### src/design/cfb_pkg.sv
`timescale 1ns / 1ps
// ----------------------------------------------------------------------------
// cfb_pkg
// shared types and constants of the command frame builder
// ----------------------------------------------------------------------------
package cfb_pkg;

    localparam int BYTE_W    = 8;
    localparam int FRAME_LEN = 9;
    localparam int NUM_SYNC  = 4;
    localparam int KIND_W    = 2;

    localparam logic [15:0] CRC_INIT = 16'hFFFF;
    localparam logic [15:0] CRC_POLY = 16'h1021;

    // what a chain slot carries
    localparam logic [KIND_W-1:0] KIND_SYNC   = 2'd0;
    localparam logic [KIND_W-1:0] KIND_DATA   = 2'd1;
    localparam logic [KIND_W-1:0] KIND_CRC_HI = 2'd2;
    localparam logic [KIND_W-1:0] KIND_CRC_LO = 2'd3;

    typedef struct packed {
        logic              vld;
        logic [KIND_W-1:0] kind;
        logic [BYTE_W-1:0] data;
    } slot_t;

    localparam slot_t SLOT_EMPTY = '{vld: 1'b0, kind: KIND_SYNC, data: '0};

endpackage

### src/design/cfb_cell.sv
`timescale 1ns / 1ps
// ----------------------------------------------------------------------------
// cfb_cell
// one byte slot of the frame shift chain
// ----------------------------------------------------------------------------
module cfb_cell (
    input  logic           clk,
    input  logic           rst_n,
    input  logic           load,
    input  logic           shift,
    input  cfb_pkg::slot_t load_slot,
    input  cfb_pkg::slot_t next_slot,
    output cfb_pkg::slot_t slot
);
    import cfb_pkg::*;

    slot_t slot_reg;
    slot_t slot_next;

    always_comb
    begin
        slot_next = slot_reg;
        if (load)
        begin
            slot_next = load_slot;
        end
        else if (shift)
        begin
            slot_next = next_slot;
        end
    end

    always_ff @(posedge clk or negedge rst_n)
    begin
        if (!rst_n)
        begin
            slot_reg <= SLOT_EMPTY;
        end
        else
        begin
            slot_reg <= slot_next;
        end
    end

    assign slot = slot_reg;

endmodule

### src/design/cfb_crc.sv
`timescale 1ns / 1ps
// ----------------------------------------------------------------------------
// cfb_crc
// crc-16 ccitt-false accumulator, one byte per step, msb first
// ----------------------------------------------------------------------------
module cfb_crc (
    input  logic                       clk,
    input  logic                       rst_n,
    input  logic                       start,
    input  logic                       absorb,
    input  logic [cfb_pkg::BYTE_W-1:0] data,
    output logic [15:0]                crc_cur,
    output logic [15:0]                crc_upd
);
    import cfb_pkg::*;

    logic [15:0] crc_reg;
    logic [15:0] crc_next;

    function automatic logic [15:0] crc_byte(input logic [15:0] crc_in,
                                             input logic [BYTE_W-1:0] d);
        logic [15:0] c;
        begin
            c = crc_in ^ {d, 8'h00};
            for (int k = 0; k < BYTE_W; k++)
            begin
                if (c[15])
                begin
                    c = {c[14:0], 1'b0} ^ CRC_POLY;
                end
                else
                begin
                    c = {c[14:0], 1'b0};
                end
            end
            crc_byte = c;
        end
    endfunction

    assign crc_upd = crc_byte(crc_reg, data);

    always_comb
    begin
        crc_next = crc_reg;
        if (start)
        begin
            crc_next = CRC_INIT;
        end
        else if (absorb)
        begin
            crc_next = crc_upd;
        end
    end

    always_ff @(posedge clk or negedge rst_n)
    begin
        if (!rst_n)
        begin
            crc_reg <= CRC_INIT;
        end
        else
        begin
            crc_reg <= crc_next;
        end
    end

    assign crc_cur = crc_reg;

endmodule

### src/design/crc16_command_frame_builder.sv
`timescale 1ns / 1ps
// ----------------------------------------------------------------------------
// crc16_command_frame_builder
// builds a nine-byte command frame: four sync bytes, size, command, special,
// crc-16 high and low byte
// ----------------------------------------------------------------------------
// the first frame byte is offered in the cycle after the request is taken
// one byte per cycle while m_axis_tready is high, through a nine-cell shift
// chain; the next request loads while the last byte is taken
// the crc is folded in one byte per shift as the data bytes leave the chain
// reset clears the chain and sets all sync bytes to zero
module crc16_command_frame_builder (
    input  logic        clk,
    input  logic        rst_n,
    input  logic        cfg_we,
    input  logic [1:0]  cfg_index,
    input  logic [7:0]  cfg_data,
    input  logic        s_axis_tvalid,
    output logic        s_axis_tready,
    input  logic [23:0] s_axis_tdata,   // frame_size, command, special_byte
    output logic        m_axis_tvalid,
    input  logic        m_axis_tready,
    output logic [7:0]  m_axis_tdata,   // frame_byte
    output logic        m_axis_tlast
);
    import cfb_pkg::*;

    logic [BYTE_W-1:0] sync_reg  [NUM_SYNC];
    logic [BYTE_W-1:0] sync_next [NUM_SYNC];

    slot_t       slot      [FRAME_LEN];
    slot_t       load_slot [FRAME_LEN];
    slot_t       next_slot [FRAME_LEN];
    logic        load;
    logic        shift;
    logic        absorb;
    logic [15:0] crc_cur;
    logic [15:0] crc_upd;

    // sync byte registers
    always_comb
    begin
        for (int i = 0; i < NUM_SYNC; i++)
        begin
            sync_next[i] = sync_reg[i];
        end
        if (cfg_we)
        begin
            sync_next[cfg_index] = cfg_data;
        end
    end

    always_ff @(posedge clk or negedge rst_n)
    begin
        if (!rst_n)
        begin
            for (int i = 0; i < NUM_SYNC; i++)
            begin
                sync_reg[i] <= '0;
            end
        end
        else
        begin
            for (int i = 0; i < NUM_SYNC; i++)
            begin
                sync_reg[i] <= sync_next[i];
            end
        end
    end

    assign m_axis_tvalid = slot[0].vld;
    assign m_axis_tdata  = slot[0].data;
    assign m_axis_tlast  = (slot[0].kind == KIND_CRC_LO);

    assign shift         = slot[0].vld && m_axis_tready;
    assign s_axis_tready = !slot[0].vld || (m_axis_tready && m_axis_tlast);
    assign load          = s_axis_tvalid && s_axis_tready;
    assign absorb        = shift && (slot[0].kind == KIND_DATA);

    // frame layout as loaded into the chain
    always_comb
    begin
        for (int i = 0; i < NUM_SYNC; i++)
        begin
            load_slot[i] = '{vld: 1'b1, kind: KIND_SYNC, data: sync_reg[i]};
        end
        load_slot[4] = '{vld: 1'b1, kind: KIND_DATA,   data: s_axis_tdata[7:0]};
        load_slot[5] = '{vld: 1'b1, kind: KIND_DATA,   data: s_axis_tdata[15:8]};
        load_slot[6] = '{vld: 1'b1, kind: KIND_DATA,   data: s_axis_tdata[23:16]};
        load_slot[7] = '{vld: 1'b1, kind: KIND_CRC_HI, data: '0};
        load_slot[8] = '{vld: 1'b1, kind: KIND_CRC_LO, data: '0};
    end

    // neighbor hand-off; crc bytes are filled in as they reach the head
    always_comb
    begin
        for (int i = 0; i < FRAME_LEN - 1; i++)
        begin
            next_slot[i] = slot[i+1];
        end
        next_slot[FRAME_LEN-1] = SLOT_EMPTY;
        if (slot[1].kind == KIND_CRC_HI)
        begin
            // head still holds the last data byte, so take the updated crc
            next_slot[0].data = crc_upd[15:8];
        end
        else if (slot[1].kind == KIND_CRC_LO)
        begin
            next_slot[0].data = crc_cur[7:0];
        end
    end

    genvar g;
    generate
        for (g = 0; g < FRAME_LEN; g++)
        begin : g_cell
            cfb_cell u_cell (
                .clk       (clk),
                .rst_n     (rst_n),
                .load      (load),
                .shift     (shift),
                .load_slot (load_slot[g]),
                .next_slot (next_slot[g]),
                .slot      (slot[g])
            );
        end
    endgenerate

    cfb_crc u_crc (
        .clk     (clk),
        .rst_n   (rst_n),
        .start   (load),
        .absorb  (absorb),
        .data    (slot[0].data),
        .crc_cur (crc_cur),
        .crc_upd (crc_upd)
    );

endmodule
### config.mk
export PLATFORM = sky130hd
export DESIGN_NAME = crc16_command_frame_builder
export DESIGN_NICKNAME = d
export VERILOG_FILES = /design/src/design/cfb_pkg.sv /design/src/design/cfb_cell.sv /design/src/design/cfb_crc.sv /design/src/design/crc16_command_frame_builder.sv
export SDC_FILE = /design/constraint.sdc
export NUM_CORES = 1
export LEC_CHECK = 0
export ABC_AREA = 1
export BUFFER_PORTS_ARGS = -buffer_cell sky130_fd_sc_hd__buf_2
export CORE_ASPECT_RATIO = 1.5
export CORE_UTILIZATION = 40
export DETAILED_ROUTE_END_ITERATION = 8
export SYNTH_ARGS = -nofsm -noshare
export SYNTH_HDL_FRONTEND = slang
export SYNTH_SLANG_ARGS = --single-unit
### constraint.sdc
create_clock -name clk -period 2.8 [get_ports clk]
set_input_delay 0.56 -clock clk [delete_from_list [all_inputs] [get_ports clk]]
set_output_delay 0.56 -clock clk [all_outputs]
set_load 0.01 [all_outputs]
## Word-level counts from Yosys, hierarchy flattened

Index checks and enable logic that the tools add are counted.

| storage, ports and cells | value |
|---|---|
| input bits | 39 |
| bits in registers | 147 |
| logic and storage cells | 90 |
| output and inout port bits | 11 |

| cells by class | value |
|---|---|
| mux-type cells | 33 |
| order comparisons | 2 |
| bitwise operators | 10 |
| reduce and logical (&&, ||, !) cells | 9 |
| equality and inequality tests | 4 |

Operators with widths:

| operator | number |
|---|---|
| $mux W11 | 18 |
| $mux W13 | 8 |
| $bwmux W32 | 1 |
| $mux W16 | 2 |
| $mux W8 | 3 |
| $not A3 Y3 | 8 |
| $demux W8 S2 | 1 |
| $xor A16 B16 Y16 | 1 |
| $eq A2 B2 Y1 const B | 3 |
| $logic_and A1 B1 Y1 | 5 |
| $reduce_bool A2 Y1 | 2 |
| $ge A3 B3 Y1 const B | 1 |
| $lt A3 B1 Y1 const B | 1 |
| $not A2 Y3 | 1 |
| $eq A2 B1 Y1 const B | 1 |
| $logic_not A1 Y1 | 1 |
| $logic_or A1 B1 Y1 | 1 |

## Longest topological paths before layout

| depth | value |
|---|---|
| word-level depth | 20 |
| depth in mapped cells | 10 |
| mapped depth without buffers | 10 |

## Modules after synthesis

A second synthesis with hierarchy kept.

| unflattened totals | value |
|---|---|
| cell total of the unflattened synthesis | 923 |
| area, all modules | 7464.7 sq um |

Modules (own cells, without submodules):

| module | cells each | sequential area each (sq um) | instances | area an instance (sq um) |
|---|---|---|---|---|
| cfb_cell | 61 | 275.3 | 9 | 513.0 |
| crc16_command_frame_builder | 192 | 800.8 | 1 | 1654.1 |
| cfb_crc | 182 | 420.4 | 1 | 1193.6 |

## Worst setup path before layout

No wires, ideal clock.

| path | value |
|---|---|
| path kind | input-to-output |
| from | in m_axis_tready |
| to | out s_axis_tready |
| path buffers | 2 |
| setup slack | 1.104 ns |
| stages on the path | 4 |
| arrival time | 1.136 ns |
| required time | 2.240 ns |
| cells stage by stage | inv_1 o21ai_1 buf_2 buf_2 |

| on the way | value |
|---|---|
| longest elaborated chain between the ends | 2 |

Ends and longest elaborated chain:

| element | RTL line | source |
|---|---|---|
| start: declaration | crc16_command_frame_builder.sv:22 | `input logic m_axis_tready,` |
| $logic_and A1 B1 Y1 | crc16_command_frame_builder.sv:76 | `assign s_axis_tready = !slot[0].vld \|\| (m_axis_tready && m_axis_tlast);` |
| $logic_or A1 B1 Y1 | crc16_command_frame_builder.sv:76 |  |
| end: declaration | crc16_command_frame_builder.sv:19 | `output logic s_axis_tready,` |

Every way passes these cells.

## Worst setup path after layout

| path | value |
|---|---|
| from | reg g_cell[0].u_cell.slot_reg (netlist bit g_cell[0].u_cell.slot[8]) |
| to | out s_axis_tready |

| on the way | value |
|---|---|
| longest elaborated chain between the ends | 3 |

Ends and longest elaborated chain:

| element | RTL line | source |
|---|---|---|
| start: declaration | cfb_cell.sv:17 | `slot_t slot_reg;` |
| start signal: assignment | cfb_cell.sv:41 | `slot_reg <= slot_next;` |
| $eq A2 B2 Y1 | crc16_command_frame_builder.sv:73 | `assign m_axis_tlast = (slot[0].kind == KIND_CRC_LO);` |
| $logic_and A1 B1 Y1 | crc16_command_frame_builder.sv:76 |  |
| $logic_or A1 B1 Y1 | crc16_command_frame_builder.sv:76 |  |

Every way passes these cells.

==> impl_metrics.ini <==
[clock_network]
post_cts_buffers = 0
cts_buffers = 17
holdBufCountCts = 0
cts.sinks = 128
clockBufferDepth = 2
cts_root_buffer = clkbuf_16
htree_levels = 4
clkTransAtPathRegs_ns = 0.06
clk-insertion-delay-late_ns = 0.41
cts_tree = done
cts_resized = 0

[detailed_routing]
wl_um = 13900
antenna_left = 0
drt_iter0_markers = 245
via_per_inst = 5.19
post-route-drc-count = 0
wl_per_cell_um = 14.7
vias = 4909
first_pass_iters = 5

[place]
globalplace.congestion = 0.815
port_buffers = 49
dpl.hpwl_um = 9680

[die]
io_pins = 50
coreArea_sq_um = 14200
die_area_sq_um = 15200
die_x_um = 101
start_util = 0.413
die_y_um = 150
rows = 53

[sta]
finalSetupViolCount = 0
setup_tns_ns = 0
tightest_slew_ns = 0.597
drv_slew = 0
finalCritPeriodShare = 0.759
finalClockSkew_ns = 0.00597
maxSlewHeadroom = 0.601
rsz0062_at_grt = no
fmaxAchievable_mhz = 471
finalCriticalPeriod_ns = 2.12
finalHoldViolations = 0

[logic_synthesis]
ys_types = 24
syn-mean-instance-area_sq_um = 8.36
syn_area_sq_um = 5870
synthesis.nets = 741
yosys_warnings = 0
syn_inst = 702
seq_area_frac_synth = 0.549
ys_ff_latch = 128

[setup_path]
rrSetupSlack_ns = 0.95
r2r_end = u_crc.crc_cur[12]
rr_startpoint = g_cell[0].u_cell.slot[10]
crit_path_end_kind = output port
slowest_stage = dfrtp_1
critPathTopFamily = buffers and inverters
ff2ff_path_depth = 4
criticalPathCategory = flip-flop to output port
worstPathRequired_ns = 2.24
cp-start-kind = flip-flop
critPathMaxFanout = 24
path_depth = 4
crit_buf_inv = 2
cp_cell_sequence = nand2_1 -> o21ai_4 -> buf_4 -> buf_2
slowest_delay_ns = 0.37
cp.arrival_ns = 1.56

[layout]
finalNetCount = 779
final_common_cell = nand2_1
drive_above_1_share = 0.150
syn2layout_area_growth_pct = 17.7
largest_reg_flops = 80
final_cell_mix = 166 x nand2_1, 112 x dfrtp_1, 85 x a21oi_1, 81 x inv_1, 50 x nand3_1
n_antenna_cell = 0

[global_routing]
grt_pass1_wl_um = 23400
grt_pass1_vias = 4969
grt_start_max_net_pins = 48
grt_use_total = 0.199
overflow = 0
antenna_found_initial = 0

[min_path]
worstHoldPathType = primary input to async pin

[power]
max-vdd-ir-drop_mv = 0.489
power_density_nw_per_um2 = 1190
cellLeakagePower_nw = 3.40
p_total_mw = 8.21

[run_status]
status = complete, no violations

[flow_run]
cap_violations = 0
[final cells by class]
cell class / instances / area [sq um]
well taps: 192 / 240
multi-input cells: 448 / 2150
inverters: 83 / 312
clock inverters: 13 / 164
fillers: 1429 / 7290
flip-flops and latches: 128 / 3220
repair buffers: 62 / 370
clock buffers: 19 / 443
[power by group]
| group | total, mW | leakage (nW) | internal, mW | switching, mW |
|---|---|---|---|---|
| registers | 3.05 | 1.52 | 2.64 | 0.412 |
| logic | 2.91 | 1.60 | 1.01 | 1.89 |
| clock network | 2.25 | 0.281 | 1.42 | 0.827 |
[synthesized netlist by cell type (all sizes together)]
cell type / instances / area [sq um]
nand2: 167 / 627
dfrtp: 112 / 2800
a21oi: 86 / 434
inv: 82 / 308
nand3: 50 / 250
o21ai: 48 / 240
nor2: 41 / 154
clkbuf: 23 / 86.3
buf: 20 / 116
a22oi: 17 / 128
dfstp: 16 / 420
o22ai: 14 / 87.6
a32o: 8 / 80.1
o211ai: 8 / 60.1
nand3b: 3 / 22.5
xor2: 3 / 26.3
a31oi: 2 / 12.5
clkinv: 1 / 3.75
nand4: 1 / 6.26
[routing by layer]
layer / up-vias / wire length, um / track usage
met5: - / 0 / 0
met4: 0 / 282 / 0.0703
met3: 19 / 486 / 0.0464
met2: 108 / 7390 / 0.360
met1: 2398 / 5750 / 0.226
li1: 2384 / - / -
[worst max path at each step]
stage,startpoint,to,slack (ns)
after floorplan,m_axis_tready,s_axis_tready,1.10
after detailed placement,m_axis_tready,g_cell[1].u_cell.slot[10],0.72
final,g_cell[0].u_cell.slot[8],s_axis_tready,0.68
after global placement,m_axis_tready,g_cell[1].u_cell.slot[10],0.83
after CTS,g_cell[0].u_cell.slot[8],s_axis_tready,0.66
after global routing,g_cell[0].u_cell.slot[8],s_axis_tready,0.57
[cell families after synthesis]
logic type      after synthesis  synth area share
simple gates                262             0.181
compound gates              183             0.178
flops                       128             0.549
buf+inv                     126            0.0877
xor+xnor                      3           0.00448
[through the flow]
stage	hold slack, ns	area (sq um)	setup WS, ns	instances	util
floorplan	0.264	5870	1.10	702	-
global placement	0.461	6290	0.832	913	0.444
detailed placement	0.473	6290	0.715	913	0.444
CTS	0.168	6900	0.659	945	0.486
global route	0.181	6900	0.572	945	0.486
finish	0.153	6900	0.676	945	0.486
No activity file was read; power rests on OpenSTA's default activity.
